### src/crcdf_pkg.sv
`timescale 1ns / 1ps
// ----------------------------------------------------------------------------
// CRC-16 frame deframer package
// Shared types, codes and the CRC byte update for the deframer and its checker.
// ----------------------------------------------------------------------------
package crcdf_pkg;

	localparam logic [7:0]  START_RESET = 8'hAA;
	localparam logic [7:0]  MAXLEN_RESET = 8'hFF;
	localparam logic [15:0] CRC_INIT = 16'hFFFF;
	localparam logic [15:0] CRC_POLY = 16'hA001;

	localparam logic KIND_DATA = 1'b0;
	localparam logic KIND_STATUS = 1'b1;

	localparam logic CFG_START_BYTE = 1'b0;
	localparam logic CFG_MAX_LENGTH = 1'b1;

	localparam int QDEPTH = 4;
	localparam int QPTR_W = $clog2(QDEPTH);

	typedef enum logic [2:0] {
		PH_START   = 3'd0,
		PH_LEN_LO  = 3'd1,
		PH_LEN_HI  = 3'd2,
		PH_PAYLOAD = 3'd3,
		PH_CRC_LO  = 3'd4,
		PH_CRC_HI  = 3'd5,
		PH_SKIP    = 3'd6
	} phase_t;

	typedef enum logic [2:0] {
		ST_OK     = 3'd0,
		ST_START  = 3'd1,
		ST_LENGTH = 3'd2,
		ST_CRC    = 3'd3,
		ST_TRUNC  = 3'd4
	} status_t;

	typedef struct packed {
		logic       kind;
		logic [7:0] data;
		logic [7:0] cmd;
		logic [7:0] len;
		status_t    status;
		logic       last;
	} result_t;

	function automatic logic [15:0] crc_update(input logic [15:0] crc, input logic [7:0] b);
		logic [15:0] c;
		c = crc ^ {8'h00, b};
		for (int k = 0; k < 8; k++) begin
			if (c[0]) begin
				c = (c >> 1) ^ CRC_POLY;
			end else begin
				c = c >> 1;
			end
		end
		return c;
	endfunction

endpackage

### src/crc16_frame_deframer.sv
`timescale 1ns / 1ps
// ----------------------------------------------------------------------------
// CRC-16 frame deframer
// Parses length-prefixed frames with a CRC-16/Modbus trailer, one byte per item,
// and emits data bytes and one status item per burst.
// ----------------------------------------------------------------------------
//  channel | direction | handshake            | payload
//  in      | input     | in_valid / in_ready  | rx_byte, burst_end
//  out     | output    | out_valid/ out_ready | item_kind, data_byte, command_code,
//          |           |                      | payload_length, frame_status, is_last
//  cfg     | input     | cfg_we               | cfg_index, cfg_data
//
//  One input item is taken per cycle while in_ready is high; its results are in the output queue the next cycle.
//  An item yields up to two results, which leave the four-entry queue one per cycle while out_ready is high.
//  in_ready falls while fewer than two queue slots are free.
//  Reset loads start byte 0xAA and max length 255 and waits for a start byte.
// ----------------------------------------------------------------------------
module crc16_frame_deframer (
	input  logic        clk,
	input  logic        arst_n,
	input  logic        in_valid,
	output logic        in_ready,
	input  logic [7:0]  rx_byte,
	input  logic        burst_end,
	input  logic        cfg_we,
	input  logic        cfg_index,
	input  logic [7:0]  cfg_data,
	output logic        out_valid,
	input  logic        out_ready,
	output logic        item_kind,
	output logic [7:0]  data_byte,
	output logic [7:0]  command_code,
	output logic [7:0]  payload_length,
	output logic [2:0]  frame_status,
	output logic        is_last
);

	logic [7:0] start_byte_q, max_length_q;

	crcdf_pkg::phase_t phase_q, phase_nxt;
	logic [7:0]  count_q, count_nxt;
	logic [15:0] flen_q, flen_nxt;
	logic [15:0] crc_q, crc_nxt;
	logic [7:0]  crc_lo_q, crc_lo_nxt;
	logic [7:0]  cmd_q, cmd_nxt;
	logic        sent_q, sent_nxt;

	crcdf_pkg::result_t q_mem [crcdf_pkg::QDEPTH];
	logic [crcdf_pkg::QPTR_W-1:0] wr_ptr_q, rd_ptr_q;
	logic [crcdf_pkg::QPTR_W:0]   fill_q;

	crcdf_pkg::result_t item0, item1, sts_item, dat_item;
	logic [1:0] push_n;
	logic       take, pop, has_data, has_status;
	crcdf_pkg::status_t st_code;
	logic [7:0]  count_inc;
	logic [15:0] crc_rx;

	assign take = in_valid && in_ready;
	assign pop = out_valid && out_ready;
	assign in_ready = (fill_q <= (crcdf_pkg::QPTR_W+1)'(crcdf_pkg::QDEPTH - 2));
	assign out_valid = (fill_q != '0);
	assign count_inc = count_q + 8'd1;
	assign crc_rx = {rx_byte, crc_lo_q};

	always_comb begin
		phase_nxt = phase_q;
		count_nxt = count_q;
		flen_nxt = flen_q;
		crc_nxt = crc_q;
		crc_lo_nxt = crc_lo_q;
		cmd_nxt = cmd_q;
		sent_nxt = sent_q;
		has_data = 1'b0;
		has_status = 1'b0;
		st_code = crcdf_pkg::ST_OK;

		case (phase_q)
			crcdf_pkg::PH_START: begin
				if (rx_byte == start_byte_q) begin
					phase_nxt = crcdf_pkg::PH_LEN_LO;
				end else begin
					has_status = 1'b1;
					st_code = crcdf_pkg::ST_START;
				end
			end
			crcdf_pkg::PH_LEN_LO: begin
				flen_nxt = {8'h00, rx_byte};
				phase_nxt = crcdf_pkg::PH_LEN_HI;
			end
			crcdf_pkg::PH_LEN_HI: begin
				flen_nxt = {rx_byte, flen_q[7:0]};
				if (flen_nxt == 16'h0000 || flen_nxt > {8'h00, max_length_q}) begin
					has_status = 1'b1;
					st_code = crcdf_pkg::ST_LENGTH;
				end else begin
					count_nxt = 8'd0;
					phase_nxt = crcdf_pkg::PH_PAYLOAD;
				end
			end
			crcdf_pkg::PH_PAYLOAD: begin
				crc_nxt = crcdf_pkg::crc_update(crc_q, rx_byte);
				if (count_q == 8'd0) begin
					cmd_nxt = rx_byte;
				end else begin
					has_data = 1'b1;
				end
				count_nxt = count_inc;
				if ({8'h00, count_inc} >= flen_q) begin
					phase_nxt = crcdf_pkg::PH_CRC_LO;
				end
			end
			crcdf_pkg::PH_CRC_LO: begin
				crc_lo_nxt = rx_byte;
				phase_nxt = crcdf_pkg::PH_CRC_HI;
			end
			crcdf_pkg::PH_CRC_HI: begin
				has_status = 1'b1;
				st_code = (crc_rx == crc_q) ? crcdf_pkg::ST_OK : crcdf_pkg::ST_CRC;
			end
			default: begin
			end
		endcase

		if (has_status) begin
			sent_nxt = 1'b1;
			phase_nxt = crcdf_pkg::PH_SKIP;
		end
		if (burst_end && !sent_nxt) begin
			has_status = 1'b1;
			st_code = crcdf_pkg::ST_TRUNC;
		end

		dat_item = '{kind: crcdf_pkg::KIND_DATA, data: rx_byte, cmd: 8'h00, len: 8'h00,
			status: crcdf_pkg::ST_OK, last: 1'b0};
		sts_item = '{kind: crcdf_pkg::KIND_STATUS, data: 8'h00, cmd: cmd_nxt,
			len: flen_nxt[7:0], status: st_code, last: 1'b1};

		item0 = has_data ? dat_item : sts_item;
		item1 = sts_item;
		push_n = take ? ({1'b0, has_data} + {1'b0, has_status}) : 2'd0;

		if (burst_end) begin
			phase_nxt = crcdf_pkg::PH_START;
			count_nxt = 8'd0;
			flen_nxt = 16'h0000;
			crc_nxt = crcdf_pkg::CRC_INIT;
			crc_lo_nxt = 8'd0;
			cmd_nxt = 8'd0;
			sent_nxt = 1'b0;
		end
	end

	always_ff @(posedge clk or negedge arst_n) begin
		if (!arst_n) begin
			start_byte_q <= crcdf_pkg::START_RESET;
			max_length_q <= crcdf_pkg::MAXLEN_RESET;
		end else if (cfg_we) begin
			if (cfg_index == crcdf_pkg::CFG_START_BYTE) begin
				start_byte_q <= cfg_data;
			end else begin
				max_length_q <= cfg_data;
			end
		end
	end

	always_ff @(posedge clk or negedge arst_n) begin
		if (!arst_n) begin
			phase_q <= crcdf_pkg::PH_START;
			count_q <= 8'd0;
			flen_q <= 16'h0000;
			crc_q <= crcdf_pkg::CRC_INIT;
			crc_lo_q <= 8'd0;
			cmd_q <= 8'd0;
			sent_q <= 1'b0;
		end else if (take) begin
			phase_q <= phase_nxt;
			count_q <= count_nxt;
			flen_q <= flen_nxt;
			crc_q <= crc_nxt;
			crc_lo_q <= crc_lo_nxt;
			cmd_q <= cmd_nxt;
			sent_q <= sent_nxt;
		end
	end

	always_ff @(posedge clk) begin
		if (push_n != 2'd0) begin
			q_mem[wr_ptr_q] <= item0;
		end
		if (push_n == 2'd2) begin
			q_mem[wr_ptr_q + crcdf_pkg::QPTR_W'(1)] <= item1;
		end
	end

	always_ff @(posedge clk or negedge arst_n) begin
		if (!arst_n) begin
			wr_ptr_q <= '0;
			rd_ptr_q <= '0;
			fill_q <= '0;
		end else begin
			wr_ptr_q <= wr_ptr_q + crcdf_pkg::QPTR_W'(push_n);
			if (pop) begin
				rd_ptr_q <= rd_ptr_q + crcdf_pkg::QPTR_W'(1);
			end
			fill_q <= fill_q + (crcdf_pkg::QPTR_W+1)'(push_n)
				- (crcdf_pkg::QPTR_W+1)'(pop);
		end
	end

	assign item_kind = q_mem[rd_ptr_q].kind;
	assign data_byte = q_mem[rd_ptr_q].data;
	assign command_code = q_mem[rd_ptr_q].cmd;
	assign payload_length = q_mem[rd_ptr_q].len;
	assign frame_status = q_mem[rd_ptr_q].status;
	assign is_last = q_mem[rd_ptr_q].last;

endmodule

### config.mk
export PLATFORM = sky130hd
export DESIGN_NAME = crc16_frame_deframer
export DESIGN_NICKNAME = d
export VERILOG_FILES = /design/src/crcdf_pkg.sv /design/src/crc16_frame_deframer.sv
export SDC_FILE = /design/constraint.sdc
export NUM_CORES = 1
export LEC_CHECK = 0
export CAP_MARGIN = 25
export CORE_MARGIN = 2
export CORE_UTILIZATION = 60
export CTS_CLUSTER_SIZE = 40
export DETAILED_ROUTE_END_ITERATION = 10
export DONT_BUFFER_PORTS = 1
export GPL_TIMING_DRIVEN = 0
export PLACE_DENSITY = 0.82
export SYNTH_ARGS = -nofsm -noshare
export SYNTH_HDL_FRONTEND = slang
export SYNTH_SLANG_ARGS = --single-unit
### constraint.sdc
create_clock -name clk -period 5 [get_ports clk]
set_input_delay 1 -clock clk [delete_from_list [all_inputs] [get_ports clk]]
set_output_delay 1 -clock clk [all_outputs]
set_load 0.005 [all_outputs]
==> impl_metrics.ini <==
[route]
dr.pass1.iters = 5
drt_iter0_drc = 652
vias = 6760
wl_per_cell_microns = 19.30
vias_per_cell = 6.009
routed_wl_microns = 21710
drc = 0
ant_nets = 0

[clock_tree]
cts.clk_slew.worst_paths_ps = 70
cts_buffer_depth = 2
tritoncts.num_buffers = 17
cts_root_buffer = clkbuf_16
clk_latency_ps = 440
cts_setup_buffers = 0
cts_tree = done
htree_num_levels = 4
ctsHoldBuffers = 0
cts_sinks = 195
cts.repair.resized = 0

[timing]
grt_setup_unrepaired = no
fmax_mhz = 216.0
maxSlewHeadroom_pct = 30.66
finClkSkew_ps = 10.45
slew_violations = 0
worst_pin_slew_ps = 1040
period_share_pct = 92.57
whs_ps = 244.6
period_minus_slack_ps = 4629
finalSetupViolCount = 0
fin_tns_setup_ps = 0
finalHoldViolCount = 0

[power]
p_comb_share_pct = 36.9
clkPwrFrac_pct = 22.1
powerDensity_nw_per_um2 = 565.9
seq_power_share_pct = 40.9
leakage_nw = 4.115
ir_worst_vdd_mv = 0.3469
power_switching_w = 0.002137
internal-power_w = 0.003776
swShare_pct = 36.14

[floorplanning]
die-area_sq_um = 16970
initial_core_util_pct = 60.89
io_pins = 54
row_count = 46
die_w_microns = 130.3
core_sq_um = 15710
die_h_microns = 130.3

[synth]
postSynthAreaPerCell_sq_um = 10.95
synthFlopType = edfxtp_1
seq_area_frac_synth_pct = 53.47
syn_nets = 921
yosysWarnings = 0
synth_area_sq_um = 9567
synth_edf_count = 76
async_reset_ff_share_pct = 42.56
ys_ff_latch = 195
synth_cell_type_count = 61
postSynthCellCount = 874

[final_layout]
multi_input_area_sq_um = 4056
nFillCells = 1172
post-route-util_pct = 66.50
layout_common_cells = 182 x nor2_1, 76 x edfxtp_1, 59 x nand2_1, 57 x a21oi_1, 55 x dfrtp_1
seqCellArea_sq_um = 5115
final_common_cell = nor2_1
syn_to_final_growth_pct = 9.221
fin_area_sq_um = 10450
diodes = 0
finalNonFillerCells = 1125
drive_gt1_share_pct = 16.83
finalNetCount = 943

[status]
status = complete, no violations

[critical_path]
worst_ep_arrival_time_ps = 4680
reg2regPathDepth = 12
worstPathRequired_ps = 5050
r2r_start = max_length_q[1]
worstSetupPathType = input pin to flop
reg2reg_slack_ps = 680
crit_fanout = 19
r2r-end = q_mem[2][9]
crit_path_end_kind = flop
start_kind = input pin

[placement]
dp_hpwl_microns = 14590
gp_congestion = 0.9681
placedCellCount = 1091
placed_area_sq_um = 9856
io_buffers = 0

[grt]
grt_pass1_vias = 6596
gr-total-overflow = 0
grtUsageTotal_pct = 27.17
grt_antenna_before_repair = 0
grt_pass1_wl_microns = 34870
grt_start_max_net_pins = 84

[min_path]
hold_class = input pin to asynchronous set/reset pin

[job]
maxCapViolations = 0
==> registers in the layout (all words and copies together) (netlist names) <==
name and count:
crc_q 16, count_q 8, q_mem 112, sent_q 1
flen_q 16, fill_q 3, wr_ptr_q 2, crc_lo_q 8
phase_q 3, max_length_q 8, cmd_q 8, rd_ptr_q 2
start_byte_q 8
==> cell families after synthesis <==
kind of cell / count (synthesis) / share of synthesized area (%)
flops: 195 / 53.47
fa+ha+maj: 24 / 3.217
simple gates: 312 / 14.62
xor+xnor: 59 / 5.872
buf+inv: 85 / 4.172
compound gates: 147 / 9.260
mux: 52 / 9.391
==> metrics by stage <==
| stage | setup slack (ps) | total power (W) |
|---|---|---|
| 3_5_place_dp | -181.8 | 0.004578 |
| 3_3_place_gp | -1005 | 0.004483 |
| 6_report | 371.3 | 0.005913 |
| 5_1_grt | 148.4 | 0.006254 |
| 2_1_floorplan | 348.5 | 0.004046 |
| 4_1_cts | 274.4 | 0.005895 |
==> routing by layer <==
layer	wire length (microns)	share of wire (%)	global-route usage, %	vias to the layer above
met5	0	0	0	-
met4	577	2.7	11.39	0
met3	1458	6.7	5.822	49
met2	10620	49	43.83	292
met1	9057	42	35.99	3316
li1	-	-	-	3103
==> synth_stat cells (21+ instances only) <==
| cell type | n | area share, % |
|---|---|---|
| dfxtp_1 | 36 | 7.5 |
| ha_1 | 23 | 3.0 |
| xor2_1 | 32 | 2.9 |
| inv_1 | 35 | 1.4 |
| xnor2_1 | 21 | 1.9 |
| dfstp_2 | 28 | 7.7 |
| o21ai_0 | 35 | 1.8 |
| nand2_1 | 59 | 2.3 |
| edfxtp_1 | 76 | 24 |
| dfrtp_1 | 55 | 14 |
| mux4_2 | 28 | 6.6 |
| nor2_1 | 182 | 7.1 |
| a21oi_1 | 57 | 3.0 |
==> layout make-up <==
class                   count  share of cell area (%)
plain buffers              50                   2.563
clock buffers              24                   4.922
clock inverters             8                  0.4670
inverters                  35                   1.257
multi-input cells         594                   38.82
flip-flops and latches    195                   48.95
well taps                 216                   2.587
repair buffers              3                  0.4311
==> worst max-delay path, cell delays in order <==
cell	delay [ps]
buf_2	310
xor2_1	190
nor4_1	100
a2111oi_1	630
a21oi_1	110
o21ai_2	160
o21bai_1	170
ha_1	270
nand3b_2	330
nor3b_4	510
nand2b_1	870
==> power by group through the flow <==
stage,clock network [W],registers (W),logic (W)
after floorplan,0,0.00236,0.00169
after global placement,0,0.00242,0.00206
after detailed placement,0,0.00244,0.00214
after CTS,0.00131,0.00242,0.00217
after global routing,0.00137,0.00247,0.00241
final,0.00131,0.00242,0.00218
==> worst max path at each step <==
stage | startpoint | end | cells after the start
after floorplan | rx_byte[7] | q_mem[0][10] | 10
after global placement | rx_byte[7] | q_mem[0][5] | 10
after detailed placement | rx_byte[7] | q_mem[1][5] | 11
after CTS | rx_byte[7] | q_mem[1][10] | 11
after global routing | rx_byte[7] | q_mem[2][9] | 11
final | rx_byte[7] | q_mem[2][9] | 11
Note: power is estimated with default switching activity, not from simulation.
